[src/rtl/aes128_cbc_block_cipher_assert.svh]
// Assertion macros for the RTL of the CBC block cipher.
`ifndef AES128_CBC_BLOCK_CIPHER_ASSERT_SVH
`define AES128_CBC_BLOCK_CIPHER_ASSERT_SVH
`ifndef SYNTHESIS
`define AES_CBC_ASSERT(lbl, clk, rst_n, prop) \
  lbl: assert property (@(posedge clk) disable iff (!rst_n) prop) \
    else $error("aes_cbc assertion failed");
`define AES_CBC_ASSERT_ALWAYS(lbl, clk, prop) \
  lbl: assert property (@(posedge clk) prop) \
    else $error("aes_cbc assertion failed");
`else
`define AES_CBC_ASSERT(lbl, clk, rst_n, prop)
`define AES_CBC_ASSERT_ALWAYS(lbl, clk, prop)
`endif
`endif

[src/rtl/aes_cbc_ram.sv]
module aes_cbc_ram #(
  parameter int unsigned WIDTH = 128,
  parameter int unsigned DEPTH = 11
) (
  input  logic                     clk,
  input  logic                     we,
  input  logic [$clog2(DEPTH)-1:0] addr,
  input  logic [WIDTH-1:0]         wdata,
  output logic [WIDTH-1:0]         rdata
);

  logic [WIDTH-1:0] mem [DEPTH];

  // Single port, registered read.
  always_ff @(posedge clk) begin
    if (we) begin
      mem[addr] <= wdata;
    end
    rdata <= mem[addr];
  end

endmodule

[config.mk]
export PLATFORM = sky130hd
export DESIGN_NAME = aes_cbc_ram
export DESIGN_NICKNAME = d
export VERILOG_FILES = /design/src/rtl/aes128_cbc_block_cipher_assert.svh /design/src/rtl/aes_cbc_ram.sv
export SDC_FILE = /design/constraint.sdc
export NUM_CORES = 1
export LEC_CHECK = 0
export ABC_AREA = 1
export BUFFER_PORTS_ARGS = -buffer_cell sky130_fd_sc_hd__clkbuf_2
export CELL_PAD_IN_SITES_DETAIL_PLACEMENT = 1
export CELL_PAD_IN_SITES_GLOBAL_PLACEMENT = 1
export CORE_UTILIZATION = 50
export CTS_CLUSTER_SIZE = 10
export DETAILED_ROUTE_END_ITERATION = 6
export GPL_ROUTABILITY_DRIVEN = 0
export PLACE_DENSITY_LB_ADDON = 0.1
export SYNTH_ARGS = -nofsm -noshare
export SYNTH_HDL_FRONTEND = slang
export SYNTH_SLANG_ARGS = --single-unit
[constraint.sdc]
create_clock -name clk -period 13 [get_ports clk]
set_input_delay 0 -clock clk [delete_from_list [all_inputs] [get_ports clk]]
set_output_delay 0 -clock clk [all_outputs]
set_load 0.02 [all_outputs]
==> out/results.tsv, run 1 <==
metric	value	unit
Nets	5654	
Synth Area in Compound Gates	0	%
Synth area leader	edfxtp_1	
total negative slack	0	ns
met2 usage	48.0	%
GRT busiest layer	met2	
Detail Placement HPWL	79400	um
MaxCap Viol Count	0	
Die Wd	346	um
YS warnings	0	
sequential fraction of the synthesis area	75.7	%
met1 Use GR	36.1	%
R2R setup slack	10.47	ns
final wirelength	163000	um
met3 Resource Use GR	3.91	%
Post-Synth XOR/XNOR Area	0	%
Simple-Gate Fraction of Synth Area	22.0	%
mux share of post-synthesis cell area	0	%
Peak Freq	245	MHz
P per Cell Area	157	nW/um^2
DR iter-0 viols	2615	
DRT antenna net count	0	
final instance area	68300	sq um
worst-path maximum fanout	124	
status	complete, no violations	
clock share of power	41.6	%
worst setup path endpoint	rdata[81]	
maximum VDD drop	0.134	mV
Final Hold Viols	0	
DR pass1 iterations	5	
most frequent cells in the layout	nand2_1, edfxtp_1, nand3_1	
mapped cell area	59200	sq um
Clock Root Buffer	clkbuf_16	
H-tree levels	4	
IO Pins	262	
Worst-path clk slew	0.06	ns
I/O Buffers	261	
Leak	27.2	nW
actual slew at the worst max-slew pin	1.16	ns
Non-Filler Instances	7186	
reg-to-reg startpoint	mem[6][28]	
CP Class	primary input to register	
placed cell count	6731	
Critical Path End Type	register	
crit path from	addr[0]	
CTS tree	yes	
Data required, critical path	13.70	ns
cells after synthesis	5158	
core box area	117000	sq um
cell internal pwr	8.27	mW
post-synth cell types	15	
Yosys reg bits	1536	
first-pass GRT wire length	250000	um
setup repair bufs after CTS	0	
largest family of logic cells by synthesized area	simple AND/OR/NAND/NOR gates	
post-synth top area share	71.4	%
reg2reg path depth	9	
Area contributors post-synth	edfxtp_1, nand2_1, dfxtp_1, nand3_1, buf_2	
Tmin final	4.09	ns
Syn Nets	5292	
clk sink count	1536	
post-DR wirelength/cell	22.8	um
final worst setup slack	8.91	ns
sw frac	22.8	%
post_cts resized	0	
layout cell share with drive strength beyond 1	9.28	%
total congestion overflow	0	
Worst R2R End	rdata[28]	
CTS buffer count	173	
largest net degree at the start of global routing	202	
Area Growth Syn to Fin	15.3	%
Worst slew margin	22.5	%
Hold Path Class	primary input to register	
Final Skew	0.0169	ns
initial antenna violation count	14	
critical path data arrival time	4.79	ns
final cycle utilization of the critical path	31.4	%
RSZ-0062 raised after global routing	no	
Die Y	346	um
DP Area	61800	sq um
vias per inst	5.42	
part of the power in registers	52.1	%
dpl ws	8.77	ns
vias in the first global route	41608	
Slew Limit Fails	0	
Synth Area in Adders	0	%
syn avg cell area	11.5	sq um
P_sw	2.43	mW
Post-route DRC	0	
die area	120000	sq um
Setup crit start kind	primary input	
combinational share of power	6.3	%
placement row count	125	
GR Util All Layers	27.6	%
Fillers	12020	
final-report setup violation count	0	
CTS Hold Buffers Added	138	
detailed-route via count	38919	
clock tree buffer depth	3	
later-pin clock latency in the skew report	0.77	ns
initial core utilization	50.7	%
commonest non-fill, non-tap cell in the layout	nand2_1	
==> how the worst min path moves through the flow <==
stage          cells past startpoint       from          end  slack [ns]
3_5_place_dp                       1  wdata[26]   mem[1][26]        0.32
5_1_grt                            2  wdata[26]   mem[7][26]        0.08
6_report                           2  wdata[21]   mem[5][21]        0.09
4_1_cts                            2  wdata[26]  mem[10][26]        0.02
3_3_place_gp                       1  wdata[25]  mem[10][25]        0.32
2_1_floorplan                      0   wdata[0]    mem[0][0]         0.1
==> cell usage after synthesis, drive strengths merged <==
cell type	count
clkinv	1
nand3	386
nor3	2
dfxtp	128
nor2	12
inv	5
clkbuf	61
buf	208
nand2	2947
edfxtp	1408
==> logic make-up after synthesis <==
| group | after synthesis |
|---|---|
| and+or+nand+nor | 3347 |
| DFF | 1536 |
| buffers and inverters | 275 |
==> per-layer routing <==
| metal | share of wire (%) | vias up | wire, um |
|---|---|---|---|
| li1 | - | 17949 | - |
| met1 | 43 | 19890 | 70900 |
| met2 | 50 | 819 | 82400 |
| met3 | 4.1 | 245 | 6700 |
| met4 | 2.1 | 16 | 3370 |
| met5 | 0.065 | - | 106 |
==> per-stage QoR <==
step	total power [mW]	utilization (%)	hold slack (ns)
after floorplan	6.04	-	0.0989
after global placement	6.29	52.9	0.319
after detailed placement	6.31	52.9	0.322
after CTS	10.8	58.4	0.0230
after global routing	11.0	58.4	0.0836
final	10.7	58.4	0.0944
==> power by group through the flow <==
stage,sequential [mW],clock [mW],combinational (mW)
2_1_floorplan,5.72,0,0.316
3_3_place_gp,5.67,0,0.621
3_5_place_dp,5.67,0,0.639
4_1_cts,5.57,4.53,0.684
5_1_grt,5.58,4.70,0.745
6_report,5.57,4.45,0.677
==> critical path, cell delays in order <==
cell,delay (ns)
dlygate4sd3_1,0.59
buf_8,0.35
inv_16,0.45
buf_4,0.97
buf_4,0.90
buf_4,0.70
nand2_1,0.17
nand2_1,0.12
nand2_1,0.06
nand2_1,0.09
nand2_1,0.05
nand3_1,0.11
==> registers in the layout (all words and copies together), names as in the netlist <==
register and flops:
mem 1408, rdata 128
==> area by class of cell <==
| class | count | area (sq um) | area share (%) |
|---|---|---|---|
| Multi-Input combinational cell | 3347 | 13100 | 19.3 |
| Tap cell | 1524 | 1910 | 2.79 |
| Timing Repair Buffer | 456 | 3220 | 4.71 |
| Clock buffer | 300 | 4920 | 7.21 |
| Clock inverter | 11 | 168 | 0.246 |
| Sequential cell | 1536 | 44800 | 65.7 |
| Antenna cell | 6 | 15.0 | 0.0220 |
| Inverter | 6 | 46.3 | 0.0678 |
(Power assumes the default switching activity.)
==> run 2: changes to the inputs <==
--- a/config.mk
+++ b/config.mk
@@ -5,11 +5,11 @@
 export SDC_FILE = /design/constraint.sdc
 export NUM_CORES = 1
 export LEC_CHECK = 0
-export ABC_AREA = 1
+export ABC_AREA = 0
 export BUFFER_PORTS_ARGS = -buffer_cell sky130_fd_sc_hd__clkbuf_2
 export CELL_PAD_IN_SITES_DETAIL_PLACEMENT = 1
 export CELL_PAD_IN_SITES_GLOBAL_PLACEMENT = 1
-export CORE_UTILIZATION = 50
+export CORE_UTILIZATION = 48
 export CTS_CLUSTER_SIZE = 10
 export DETAILED_ROUTE_END_ITERATION = 6
 export GPL_ROUTABILITY_DRIVEN = 0
==> constraint.sdc (replaced) <==
create_clock -name clk -period 3.53 [get_ports clk]
set_input_delay 0 -clock clk [delete_from_list [all_inputs] [get_ports clk]]
set_output_delay 0 -clock clk [all_outputs]
set_load 0.02 [all_outputs]
==> out/results.tsv, run 2 <==
metric	value	unit
area of the multi-input gates	12400	sq um
initial core utilization	48.5	%
Leak	22.9	nW
max reg flops	1408	
post-synth top area share	72.5	%
syn avg cell area	19.3	sq um
final worst setup slack	0.652	ns
placement row count	127	
Fillers	10639	
Slew Limit Fails	0	
H-tree levels	4	
status	complete, no violations	
Area Growth Syn to Fin	16.4	%
mapped cell area	58300	sq um
Final Skew	0.0187	ns
Die Wd	351	um
final wirelength	140000	um
Worst-path clk slew	0.05	ns
Worst slew margin	25.7	%
Tot Pwr	39.0	mW
DR pass1 iterations	5	
vias per inst	5.67	
layout cell share with drive strength beyond 1	27.7	%
dpl ws	1.20	ns
DR iter-0 viols	1970	
most common flop cell mapped by yosys	edfxtp_1	
CTS buffer count	173	
most frequent cells in the layout	edfxtp_1, mux2_2, clkbuf_2	
initial antenna violation count	15	
later-pin clock latency in the skew report	0.75	ns
final cycle utilization of the critical path	81.5	%
vias in the first global route	32286	
top cells by count, synth	edfxtp_1, mux2_2, mux2i_1	
I/O Buffers	261	
YS warnings	0	
P per Cell Area	574	nW/um^2
cells after synthesis	3023	
critical path data arrival time	3.51	ns
largest net degree at the start of global routing	171	
worst-path maximum fanout	106	
sequential fraction of the synthesis area	76.9	%
total congestion overflow	0	
maximum VDD drop	0.451	mV
most frequent cell after synthesis	edfxtp_1	
largest register by flop count	mem	
Tmin final	2.88	ns
detailed-route via count	29557	
Post-route DRC	0	
post-synth cell types	22	
first-pass GRT wire length	207000	um
setup repair bufs after CTS	0	
IO Pins	262	
Largest regs	mem: 1408 flops, rdata: 128 flops	
Hold Path Class	primary input to register	
post_cts resized	0	
clk sink count	1536	
RSZ-0062 raised after global routing	no	
Nets	3599	
Detail Placement HPWL	70800	um
GR Util All Layers	23.0	%
Data required, critical path	4.16	ns
clock tree buffer depth	3	
Clock Root Buffer	clkbuf_16	
CP Class	primary input to register	
Area contributors post-synth	edfxtp_1, mux2_2, dfxtp_1, mux2i_1, o31ai_2	
core box area	120000	sq um
final-report setup violation count	0	
CTS Hold Buffers Added	134	
post-DR wirelength/cell	26.9	um
Syn Nets	3157	
die area	123000	sq um
async set-reset flop share out of synthesis	0	%
Setup crit start kind	primary input	
commonest non-fill, non-tap cell in the layout	edfxtp_1	
Critical Path End Type	register	
Yosys reg bits	1536	
Peak Freq	348	MHz
Final Hold Viols	0	
Die Y	351	um
number of enable flip-flop cells after synthesis	1408	
DRT antenna net count	0	
Register Area	44800	sq um
CTS tree	yes	
Synth area leader	edfxtp_1	
actual slew at the worst max-slew pin	1.11	ns
MaxCap Viol Count	0	
## run 2: report_power, final
| part | internal (mW) | switching, mW |
|---|---|---|
| logic | 0.885 | 1.47 |
| registers | 20.4 | 0.172 |
| clock network | 9.39 | 6.75 |
| total | 30.6 | 8.39 |
## run 2: routing by layer
metal	GRT usage [%]	wire [um]	vias to the layer above
li1	-	-	13097
met1	30.2	60900	15632
met2	39.5	70800	613
met3	3.43	5630	201
met4	6.76	2890	14
met5	0	82	-
## run 2: area by class of cell
cell class	instances	area share (%)
multi-input cells	1301	18.3
flip-flops and latches	1536	66.0
clock buffers	295	7.25
repair buffers	453	5.34
well taps	1612	2.97
diodes	7	0.0258
clock inverters	9	0.114
## run 2: path summary, 6_finish.rpt
check,slack (ns),from,cells past startpoint,endpoint
min reg2reg,0.59,mem[10][56],3,rdata[56]
max reg2reg,1.39,mem[8][117],5,rdata[117]
max,0.65,addr[0],8,rdata[117]
min,0.08,addr[2],4,rdata[124]
## run 2: critical path: stages
cell           delay, ns
dlygate4sd3_1       0.56
buf_8               0.40
buf_12              0.50
mux2_2              0.42
o211ai_1            0.16
dlygate4sd3_1       0.59
o31ai_2             0.06
dlygate4sd3_1       0.58
## run 2: through the flow
step | utilization (%) | TNS (ns) | area (sq um) | std cells | hold slack [ns]
floorplan | - | -634.65 | 58500 | 3023 | 0.0989
global placement | 51.2 | 0 | 61500 | 4768 | 0.307
detailed placement | 51.2 | 0 | 61500 | 4768 | 0.327
CTS | 56.4 | 0 | 67900 | 5206 | 0.0331
global route | 56.5 | 0 | 67900 | 5212 | 0.0696
finish | 56.5 | 0 | 67900 | 5213 | 0.0763
## run 2: cell families (layout without fill, tap and decap cells)
group	count (synthesis)	after routing	synth area share, %
compound gates	512	512	7.69
simple gates	149	149	1.55
other cells	0	7	0
mux	640	640	11.8
buf+inv	186	757	2.08
flops	1536	1536	76.9
